`src/rtl/pdt_pkg.sv`:
```
// pdt_pkg: shared types and constants for the pair dominance table
// used by pdt_ctrl and pair_dominance_table_lru; no dependencies
package pdt_pkg;

    localparam int TABLE_ENTRIES_DEF = 16;
    localparam int TAG_BITS_DEF      = 32;
    localparam int STAMP_BITS        = 32;
    localparam int PORT_TAG_BITS     = 32;

    typedef struct packed {
        logic [PORT_TAG_BITS-1:0] first_tag;
        logic                     first_absent;
        logic [PORT_TAG_BITS-1:0] second_tag;
        logic                     second_absent;
    } request_t;

    typedef struct packed {
        logic first_dominates;
        logic entry_created;
        logic entry_replaced;
    } result_t;

    // handshake from the controller to the output register
    typedef struct packed {
        logic    valid;
        result_t data;
    } res_push_t;

    typedef enum logic [1:0] {
        ST_IDLE,
        ST_SCAN,
        ST_WRITE,
        ST_DONE
    } state_t;

endpackage

```
`src/rtl/pdt_mem.sv`:
```
// pdt_mem: single write port, single read port synchronous entry memory
// registered read data; no package dependencies
module pdt_mem #(
    parameter int DEPTH = 16,
    parameter int WIDTH = 96
) (
    input  logic                     clk,
    input  logic                     we,
    input  logic [$clog2(DEPTH)-1:0] waddr,
    input  logic [WIDTH-1:0]         wdata,
    input  logic [$clog2(DEPTH)-1:0] raddr,
    output logic [WIDTH-1:0]         rdata
);

    logic [WIDTH-1:0] mem [DEPTH];

    always_ff @(posedge clk)
    begin
        if (we)
        begin
            mem[waddr] <= wdata;
        end
    end

    always_ff @(posedge clk)
    begin
        rdata <= mem[raddr];
    end

endmodule

```
`src/rtl/pdt_ctrl.sv`:
```
// pdt_ctrl: scan sequencer, valid bits and stamp counter of the pair table
// depends on pdt_pkg; drives the read and write ports of pdt_mem
module pdt_ctrl #(
    parameter int TABLE_ENTRIES = pdt_pkg::TABLE_ENTRIES_DEF,
    parameter int TAG_BITS      = pdt_pkg::TAG_BITS_DEF,
    localparam int IDX_BITS     = $clog2(TABLE_ENTRIES),
    localparam int ENTRY_BITS   = 2 * TAG_BITS + pdt_pkg::STAMP_BITS
) (
    input  logic                  clk,
    input  logic                  rst_n,
    input  logic                  req_valid,
    output logic                  req_stall,
    input  pdt_pkg::request_t     req,
    output pdt_pkg::res_push_t    res_push,
    input  logic                  res_ready,
    output logic                  mem_we,
    output logic [IDX_BITS-1:0]   mem_waddr,
    output logic [ENTRY_BITS-1:0] mem_wdata,
    output logic [IDX_BITS-1:0]   mem_raddr,
    input  logic [ENTRY_BITS-1:0] mem_rdata
);

    localparam int SB = pdt_pkg::STAMP_BITS;
    localparam logic [IDX_BITS-1:0] LAST_IDX = IDX_BITS'(TABLE_ENTRIES - 1);

    pdt_pkg::state_t        state_reg, state_next;
    logic [TABLE_ENTRIES-1:0] valid_reg, valid_next;
    logic [SB-1:0]          stamp_reg, stamp_next;
    logic [IDX_BITS-1:0]    cnt_reg, cnt_next;
    logic [TAG_BITS-1:0]    a_reg, a_next, b_reg, b_next;
    logic                   fwd_hit_reg, fwd_hit_next, rev_hit_reg, rev_hit_next;
    logic                   free_hit_reg, free_hit_next;
    logic [IDX_BITS-1:0]    fwd_idx_reg, fwd_idx_next, rev_idx_reg, rev_idx_next;
    logic [IDX_BITS-1:0]    free_idx_reg, free_idx_next, min_idx_reg, min_idx_next;
    logic [SB-1:0]          min_stamp_reg, min_stamp_next;
    pdt_pkg::result_t       res_reg, res_next;

    logic [TAG_BITS-1:0]    rd_winner, rd_loser;
    logic [SB-1:0]          rd_stamp;
    logic [IDX_BITS-1:0]    wslot;
    logic                   swap_tags;

    assign rd_winner = mem_rdata[ENTRY_BITS-1 -: TAG_BITS];
    assign rd_loser  = mem_rdata[SB +: TAG_BITS];
    assign rd_stamp  = mem_rdata[SB-1:0];

    // slot chosen at write back: forward hit, reverse hit, free, then lru
    assign wslot = fwd_hit_reg  ? fwd_idx_reg  :
                   rev_hit_reg  ? rev_idx_reg  :
                   free_hit_reg ? free_idx_reg : min_idx_reg;
    assign swap_tags = rev_hit_reg && !fwd_hit_reg;

    always_ff @(posedge clk or negedge rst_n)
    begin
        if (!rst_n)
        begin
            state_reg <= pdt_pkg::ST_IDLE;
            valid_reg <= '0;
            stamp_reg <= '0;
        end
        else
        begin
            state_reg <= state_next;
            valid_reg <= valid_next;
            stamp_reg <= stamp_next;
        end
    end

    always_ff @(posedge clk)
    begin
        cnt_reg       <= cnt_next;
        a_reg         <= a_next;
        b_reg         <= b_next;
        fwd_hit_reg   <= fwd_hit_next;
        rev_hit_reg   <= rev_hit_next;
        free_hit_reg  <= free_hit_next;
        fwd_idx_reg   <= fwd_idx_next;
        rev_idx_reg   <= rev_idx_next;
        free_idx_reg  <= free_idx_next;
        min_idx_reg   <= min_idx_next;
        min_stamp_reg <= min_stamp_next;
        res_reg       <= res_next;
    end

    always_comb
    begin
        state_next     = state_reg;
        valid_next     = valid_reg;
        stamp_next     = stamp_reg;
        cnt_next       = cnt_reg;
        a_next         = a_reg;
        b_next         = b_reg;
        fwd_hit_next   = fwd_hit_reg;
        rev_hit_next   = rev_hit_reg;
        free_hit_next  = free_hit_reg;
        fwd_idx_next   = fwd_idx_reg;
        rev_idx_next   = rev_idx_reg;
        free_idx_next  = free_idx_reg;
        min_idx_next   = min_idx_reg;
        min_stamp_next = min_stamp_reg;
        res_next       = res_reg;
        req_stall      = 1'b1;
        res_push.valid = 1'b0;
        res_push.data  = res_reg;
        mem_we         = 1'b0;
        mem_waddr      = wslot;
        mem_wdata      = {swap_tags ? b_reg : a_reg, swap_tags ? a_reg : b_reg, stamp_reg};
        mem_raddr      = '0;

        case (state_reg)
            pdt_pkg::ST_IDLE:
            begin
                req_stall = 1'b0;
                if (req_valid)
                begin
                    a_next        = TAG_BITS'(req.first_tag);
                    b_next        = TAG_BITS'(req.second_tag);
                    cnt_next      = '0;
                    fwd_hit_next  = 1'b0;
                    rev_hit_next  = 1'b0;
                    free_hit_next = 1'b0;
                    res_next      = '0;
                    if (req.first_absent)
                    begin
                        state_next = pdt_pkg::ST_DONE;
                    end
                    else if (req.second_absent)
                    begin
                        res_next.first_dominates = 1'b1;
                        state_next = pdt_pkg::ST_DONE;
                    end
                    else
                    begin
                        state_next = pdt_pkg::ST_SCAN;
                    end
                end
            end

            pdt_pkg::ST_SCAN:
            begin
                // entry cnt_reg is on the read port, fetch the following one
                mem_raddr = cnt_reg + 1'b1;
                if (!valid_reg[cnt_reg])
                begin
                    if (!free_hit_reg)
                    begin
                        free_hit_next = 1'b1;
                        free_idx_next = cnt_reg;
                    end
                end
                else
                begin
                    if (!fwd_hit_reg && rd_winner == a_reg && rd_loser == b_reg)
                    begin
                        fwd_hit_next = 1'b1;
                        fwd_idx_next = cnt_reg;
                    end
                    if (!rev_hit_reg && rd_winner == b_reg && rd_loser == a_reg)
                    begin
                        rev_hit_next = 1'b1;
                        rev_idx_next = cnt_reg;
                    end
                    // min only matters when every entry is valid
                    if (cnt_reg == '0 || rd_stamp < min_stamp_reg)
                    begin
                        min_stamp_next = rd_stamp;
                        min_idx_next   = cnt_reg;
                    end
                end
                cnt_next = cnt_reg + 1'b1;
                if (cnt_reg == LAST_IDX)
                begin
                    state_next = pdt_pkg::ST_WRITE;
                end
            end

            pdt_pkg::ST_WRITE:
            begin
                mem_we            = 1'b1;
                valid_next[wslot] = 1'b1;
                stamp_next        = stamp_reg + 1'b1;
                res_next.first_dominates = fwd_hit_reg || !rev_hit_reg;
                res_next.entry_created   = !fwd_hit_reg && !rev_hit_reg;
                res_next.entry_replaced  = !fwd_hit_reg && !rev_hit_reg && !free_hit_reg;
                state_next = pdt_pkg::ST_DONE;
            end

            pdt_pkg::ST_DONE:
            begin
                res_push.valid = 1'b1;
                if (res_ready)
                begin
                    state_next = pdt_pkg::ST_IDLE;
                end
            end

            default:
            begin
                state_next = pdt_pkg::ST_IDLE;
            end
        endcase
    end

`ifndef SYNTHESIS
    a_scan_step: assert property (@(posedge clk) disable iff (!rst_n)
        (state_reg == pdt_pkg::ST_SCAN && cnt_reg != LAST_IDX)
        |=> (state_reg == pdt_pkg::ST_SCAN && cnt_reg == $past(cnt_reg) + 1'b1))
        else $error("scan index did not advance");

    a_write_valid: assert property (@(posedge clk) disable iff (!rst_n)
        (state_reg == pdt_pkg::ST_WRITE) |=> valid_reg[$past(wslot)])
        else $error("written entry not marked valid");

    a_stamp_once: assert property (@(posedge clk) disable iff (!rst_n)
        (state_reg != pdt_pkg::ST_WRITE) |=> (stamp_reg == $past(stamp_reg)))
        else $error("stamp counter moved outside write back");

    a_replace_create: assert property (@(posedge clk) disable iff (!rst_n)
        (res_push.valid && res_push.data.entry_replaced) |-> res_push.data.entry_created)
        else $error("replacement reported without creation");
`endif

endmodule

```
`src/rtl/pair_dominance_table_lru.sv`:
```
// pair_dominance_table_lru: top level of the pair dominance table
// depends on pdt_pkg, pdt_mem and pdt_ctrl
//
// usage:
//   req channel (req_valid, req_stall, req) carries one query item: two tags
//   with their null flags. rsp channel (rsp_valid, rsp_stall, rsp) returns
//   one result item per query: first_dominates, entry_created,
//   entry_replaced. an item moves when valid is high and stall is low.
// flow:
//   a query with a null tag skips the scan and the write back and goes
//   straight to the done state of the controller.
//   a full query walks the TABLE_ENTRIES entries of the entry memory, one
//   read per cycle through its single read port, then writes back once.
//   a new item is taken only once the controller has handed the last
//   result to the output register and returned to idle.
// stall: the result sits in an output register; the controller finishes
//   the next item meanwhile and waits in its done state until that
//   register frees up.
// reset: all entries become invalid and the stamp counter clears at once;
//   no clearing pass, the first item may be taken right after reset.
module pair_dominance_table_lru #(
    parameter int TABLE_ENTRIES = pdt_pkg::TABLE_ENTRIES_DEF,
    parameter int TAG_BITS      = pdt_pkg::TAG_BITS_DEF
) (
    input  logic              clk,
    input  logic              rst_n,
    input  logic              req_valid,
    output logic              req_stall,
    input  pdt_pkg::request_t req,
    output logic              rsp_valid,
    input  logic              rsp_stall,
    output pdt_pkg::result_t  rsp
);

    localparam int IDX_BITS   = $clog2(TABLE_ENTRIES);
    localparam int ENTRY_BITS = 2 * TAG_BITS + pdt_pkg::STAMP_BITS;

    logic                  mem_we;
    logic [IDX_BITS-1:0]   mem_waddr, mem_raddr;
    logic [ENTRY_BITS-1:0] mem_wdata, mem_rdata;
    pdt_pkg::res_push_t    res_push;
    logic                  res_ready;
    logic                  rsp_valid_reg, rsp_valid_next;
    pdt_pkg::result_t      rsp_reg, rsp_next;

    pdt_ctrl #(
        .TABLE_ENTRIES (TABLE_ENTRIES),
        .TAG_BITS      (TAG_BITS)
    ) u_ctrl (
        .clk       (clk),
        .rst_n     (rst_n),
        .req_valid (req_valid),
        .req_stall (req_stall),
        .req       (req),
        .res_push  (res_push),
        .res_ready (res_ready),
        .mem_we    (mem_we),
        .mem_waddr (mem_waddr),
        .mem_wdata (mem_wdata),
        .mem_raddr (mem_raddr),
        .mem_rdata (mem_rdata)
    );

    pdt_mem #(
        .DEPTH (TABLE_ENTRIES),
        .WIDTH (ENTRY_BITS)
    ) u_mem (
        .clk   (clk),
        .we    (mem_we),
        .waddr (mem_waddr),
        .wdata (mem_wdata),
        .raddr (mem_raddr),
        .rdata (mem_rdata)
    );

    assign res_ready = !rsp_valid_reg || !rsp_stall;

    always_comb
    begin
        rsp_valid_next = rsp_valid_reg;
        rsp_next       = rsp_reg;
        if (res_push.valid && res_ready)
        begin
            rsp_valid_next = 1'b1;
            rsp_next       = res_push.data;
        end
        else if (!rsp_stall)
        begin
            rsp_valid_next = 1'b0;
        end
    end

    always_ff @(posedge clk or negedge rst_n)
    begin
        if (!rst_n)
        begin
            rsp_valid_reg <= 1'b0;
        end
        else
        begin
            rsp_valid_reg <= rsp_valid_next;
        end
    end

    always_ff @(posedge clk)
    begin
        rsp_reg <= rsp_next;
    end

    assign rsp_valid = rsp_valid_reg;
    assign rsp       = rsp_reg;

endmodule
```
`config.mk`:
```
export PLATFORM = sky130hd
export DESIGN_NAME = pair_dominance_table_lru
export DESIGN_NICKNAME = d
export VERILOG_FILES = /design/src/rtl/pdt_pkg.sv /design/src/rtl/pdt_mem.sv /design/src/rtl/pdt_ctrl.sv /design/src/rtl/pair_dominance_table_lru.sv
export SDC_FILE = /design/constraint.sdc
export NUM_CORES = 2
export LEC_CHECK = 0
export ABC_AREA = 1
export BUFFER_PORTS_ARGS = -buffer_cell sky130_fd_sc_hd__buf_2
export CELL_PAD_IN_SITES_DETAIL_PLACEMENT = 1
export CELL_PAD_IN_SITES_GLOBAL_PLACEMENT = 2
export CORE_UTILIZATION = 44
export CTS_CLUSTER_SIZE = 8
export DETAILED_ROUTE_END_ITERATION = 16
export GPL_TIMING_DRIVEN = 0
export HOLD_SLACK_MARGIN = 0.12
export PLACE_DENSITY = 0.76
export RECOVER_POWER = 100
export SLEW_MARGIN = 10
export SYNTH_ARGS = -nofsm -noshare
export SYNTH_HDL_FRONTEND = slang
export SYNTH_SLANG_ARGS = --single-unit
```
`constraint.sdc`:
```
create_clock -name clk -period 12.55 [get_ports clk]
set_input_delay 2.51 -clock clk [delete_from_list [all_inputs] [get_ports clk]]
set_output_delay 2.51 -clock clk [all_outputs]
set_load 0.03 [all_outputs]
```
==> results by group <==
Outcome
  – Outcome: finished with violations
  – Failing checks: max-capacitance violations, max-slew violations

STA
  – Final hold violation count: 0
  – Final Worst Setup Slack: around 4.2 ns
  – Endpoints failing setup: 0
  – RSZ-0062 raised after global routing: no
  – Fmax achieved: around 120 MHz
  – Fin crit share: between 60 and 70%
  – Fin crit period: approximately 8.3 ns
  – Worst slew margin: -158.6%
  – Worst-margin pin slew: a little under 4 ns
  – Worst Skew: roughly 0.055 ns
  – Max Slew Vio Count: approximately 1,500

Synth
  – Flops & latches, synth: between 1,500 and 2,000
  – Average size of a mapped cell: ~13 um^2
  – Most used DFF post-synth: edfxtp_1
  – YS warnings: 0
  – Synth async-reset ratio: under 10%
  – Gate Count Post-Synth: 5,455
  – Syn nets: roughly 5,600
  – Synth cell types: 46
  – Number of synthesized flops with an enable pin: 1,661
  – Register area share after synthesis: 74.72%
  – Cell area after technology mapping: ~70,000 um^2

Placed design
  – Buffers on Ports: 74
  – HPWL after DPL: 182,600 um
  – Placed standard-cell area: between 70,000 and 80,000 um^2
  – Dpl ws: between 8 and 9 ns
  – Gpl congestion: roughly 0.9

Min path
  – Hold Path Class: flip-flop to flip-flop

Run
  – Max-cap violations: between 80 and 90

Critical path
  – CP Class: flip-flop to flip-flop
  – Reg-to-reg slack, setup: between 4 and 5 ns
  – CP endpoint kind: flip-flop
  – Worst Path Arrival: approximately 9 ns
  – CP required: between 10 and 15 ns
  – Max FO, Critical Path: 19
  – CP startpoint kind: flip-flop

Detailed routing
  – Routed wire length: approximately 270,000 um
  – Detailed Routing Iterations Pass 1: 5
  – Initial DRC count: ~6,600
  – Vias per std cell: roughly 6.1
  – Detailed-route via count: 50,830
  – Final ANT Viol Nets: 0
  – Met3 routed WL: between 20,000 and 30,000 um
  – M1 WL: approximately 110,000 um
  – Uppermost layer routed: met5
  – Drt drc: 0
  – Met2 routed WL: 123,100 um
  – Drt wl/cell: 32.72 um

Power and ir drop
  – Lkg Pwr: 28.52 nW
  – P_int: roughly 0.014 W
  – Sequential share of power: 38.0%
  – Worst IR Drop VDD: ~130 uV
  – Clk pwr share: a little under a third
  – Sw Pwr: between 0.008 and 0.009 W
  – Combinational Power Share: a little under a third
  – Pwr dens: 267.5 nW/um^2
  – Switching Share: 38.47%

Global route
  – Pin count of the biggest net entering global routing: between 60 and 70
  – First-pass GRT wire length: 379,400 um
  – GRT Overall Usage: approximately 33%
  – GRT overflow: 0
  – Antenna violations before repair: 17
  – Vias in the first global route: roughly 51,000

Finish
  – Commonest non-fill, non-tap cell in the layout: edfxtp_1
  – Share of layout cells above drive strength 1: just under 9%
  – Most frequent cells in the layout: edfxtp_1, nor2_1, o21ai_0
  – Layout area overhead: 15.90%
  – Max FFs per register: about 1,500
  – Largest registers: u_mem.mem (1536), u_mem.rdata (96)
  – Layout Nets: 6,056
  – Finished Cell Area: 82,330 um^2
  – Largest Register: u_mem.mem

Floorplan
  – Io pins: 75
  – Die ar.: around 160,000 um^2
  – Initial Util: between 40% and 50%
  – Core area: approximately 160,000 um^2
  – Die W: 403.8 um
  – Die height: slightly above 400 um
  – FP Rows: 147

Clock network
  – CTS tree: done
  – PostCTS Resize Cnt: 0
  – Clock Path Buffers: 4
  – Clock Sinks: about 1,800
  – Clk_lat worst skew: 0.93 ns
  – CTS Hold Bufs: 0
  – Root Driver: clkbuf_16
  – Post-CTS Setup Inserts: 0
  – H-tree depth: 5
  – Clock slew at reported path FFs: 0.05 ns
  – Num CTS Buffers: roughly 280
[final cells by class]
class / instances / area, um^2
flip-flops and latches: 1808 / 53080
repair buffers: 215 / 918.4
diodes: 3 / 7.507
clock inverters: 7 / 77.57
well taps: 2160 / 2703
clock buffers: 442 / 7721
fillers: 16270 / 78050
inverters: 180 / 683.2
plain buffers: 332 / 1546
multi-input cells: 3135 / 15600
[logic make-up (layout without fill, tap and decap cells)]
group                      Yosys count  after routing  share of synthesized area (%)
AOI/OAI and AO/OA                 1528           1528                          12.02
xor gates and xnor gates            87             87                          1.073
adders and majority gates           38             38                         0.6693
buffers and inverters              512           1176                          3.193
DFF                               1808           1808                          74.72
other                                0              3                              0
and+or+nand+nor                   1482           1482                          8.324
[metal layers]
layer  global-route usage, %  vias up
met5                       0        -
met4                   12.32        6
met3                   6.556      566
met2                   51.39     2723
met1                   45.71    26450
li1                        -    21090
[through the flow]
stage                     hold slack, ns  setup TNS [ns]  std cells  total power (W)  util, %
after CTS                         0.4180               0       8279          0.02225    52.83
after global placement            0.4044       -0.004269       7689          0.01507    46.21
final                             0.4167               0       8282          0.02202    51.33
after floorplan                   0.4003               0       5455          0.01174        -
after global routing              0.4235               0       8279          0.02265    51.33
after detailed placement          0.4062               0       7830          0.01544    47.96
[power groups by stage]
| stage | Combinational (W) | Clock (W) | Sequential [W] |
|---|---|---|---|
| global placement | 0.00647 | 0 | 0.00860 |
| global route | 0.00720 | 0.00704 | 0.00840 |
| finish | 0.00687 | 0.00678 | 0.00837 |
| detailed placement | 0.00704 | 0 | 0.00840 |
| floorplan | 0.00350 | 0 | 0.00825 |
| CTS | 0.00712 | 0.00682 | 0.00830 |
[cell usage after synthesis (2+ instances only)]
library cell / number / area share [%]
nand3b_1: 6 / 0.063
nor2_4: 3 / 0.048
nand4_1: 16 / 0.14
buf_1: 2 / 0.011
o21ai_0: 920 / 6.5
nand3_2: 2 / 0.028
or2_2: 5 / 0.044
clkbuf_1: 158 / 0.83
o21ai_1: 139 / 0.98
inv_2: 9 / 0.048
nor2_1: 1009 / 5.3
buf_2: 132 / 0.93
dfrtp_1: 51 / 1.8
o22ai_1: 311 / 2.7
xnor2_1: 36 / 0.44
buf_6: 7 / 0.11
a31oi_1: 2 / 0.018
nand2_1: 301 / 1.6
ha_1: 38 / 0.67
buf_4: 32 / 0.34
edfxtp_1: 1661 / 70
nor2_2: 8 / 0.070
xor2_1: 51 / 0.63
a21oi_1: 26 / 0.18
o221ai_1: 121 / 1.5
nand2_4: 3 / 0.048
inv_1: 169 / 0.89
dfxtp_1: 96 / 2.7
nand2_2: 7 / 0.062
o211ai_1: 3 / 0.032
nand3_1: 85 / 0.60
nor3_1: 24 / 0.17
or2_1: 9 / 0.079
[critical path, stage by stage, from the launching register on]
cell and delay, ns:
edfxtp_1 0.62, clkinv_1 0.14, nand2_1 0.22, clkinvlp_2 0.59, nand2_2 0.20, nand2_1 0.09
a31oi_1 0.26, nand3_1 0.23, nor2_1 1.45, clkbuf_1 1.31, clkbuf_1 1.24, clkbuf_1 1.44
[worst paths after layout]
path | startpoint | to | depth (start not counted)
worst max-delay path | u_ctrl.fwd_hit_reg$_DFFE_PP_ | u_mem.mem[8][29]$_DFFE_PP_ | 11
worst min-delay path | u_ctrl.res_push[1]$_SDFFCE_PN0P_ | rsp[1]$_DFFE_PP_ | 0
worst max register to register | u_ctrl.fwd_hit_reg$_DFFE_PP_ | u_mem.mem[8][29]$_DFFE_PP_ | 11
worst min register to register | u_ctrl.res_push[1]$_SDFFCE_PN0P_ | rsp[1]$_DFFE_PP_ | 0
max in group asynchronous | rst_n | u_ctrl.state_reg[1]$_DFFE_PN0P_ | 2
min in group asynchronous | rst_n | u_ctrl.stamp_reg[15]$_DFFE_PN0P_ | 1
Power figures use the tool's default switching activity.
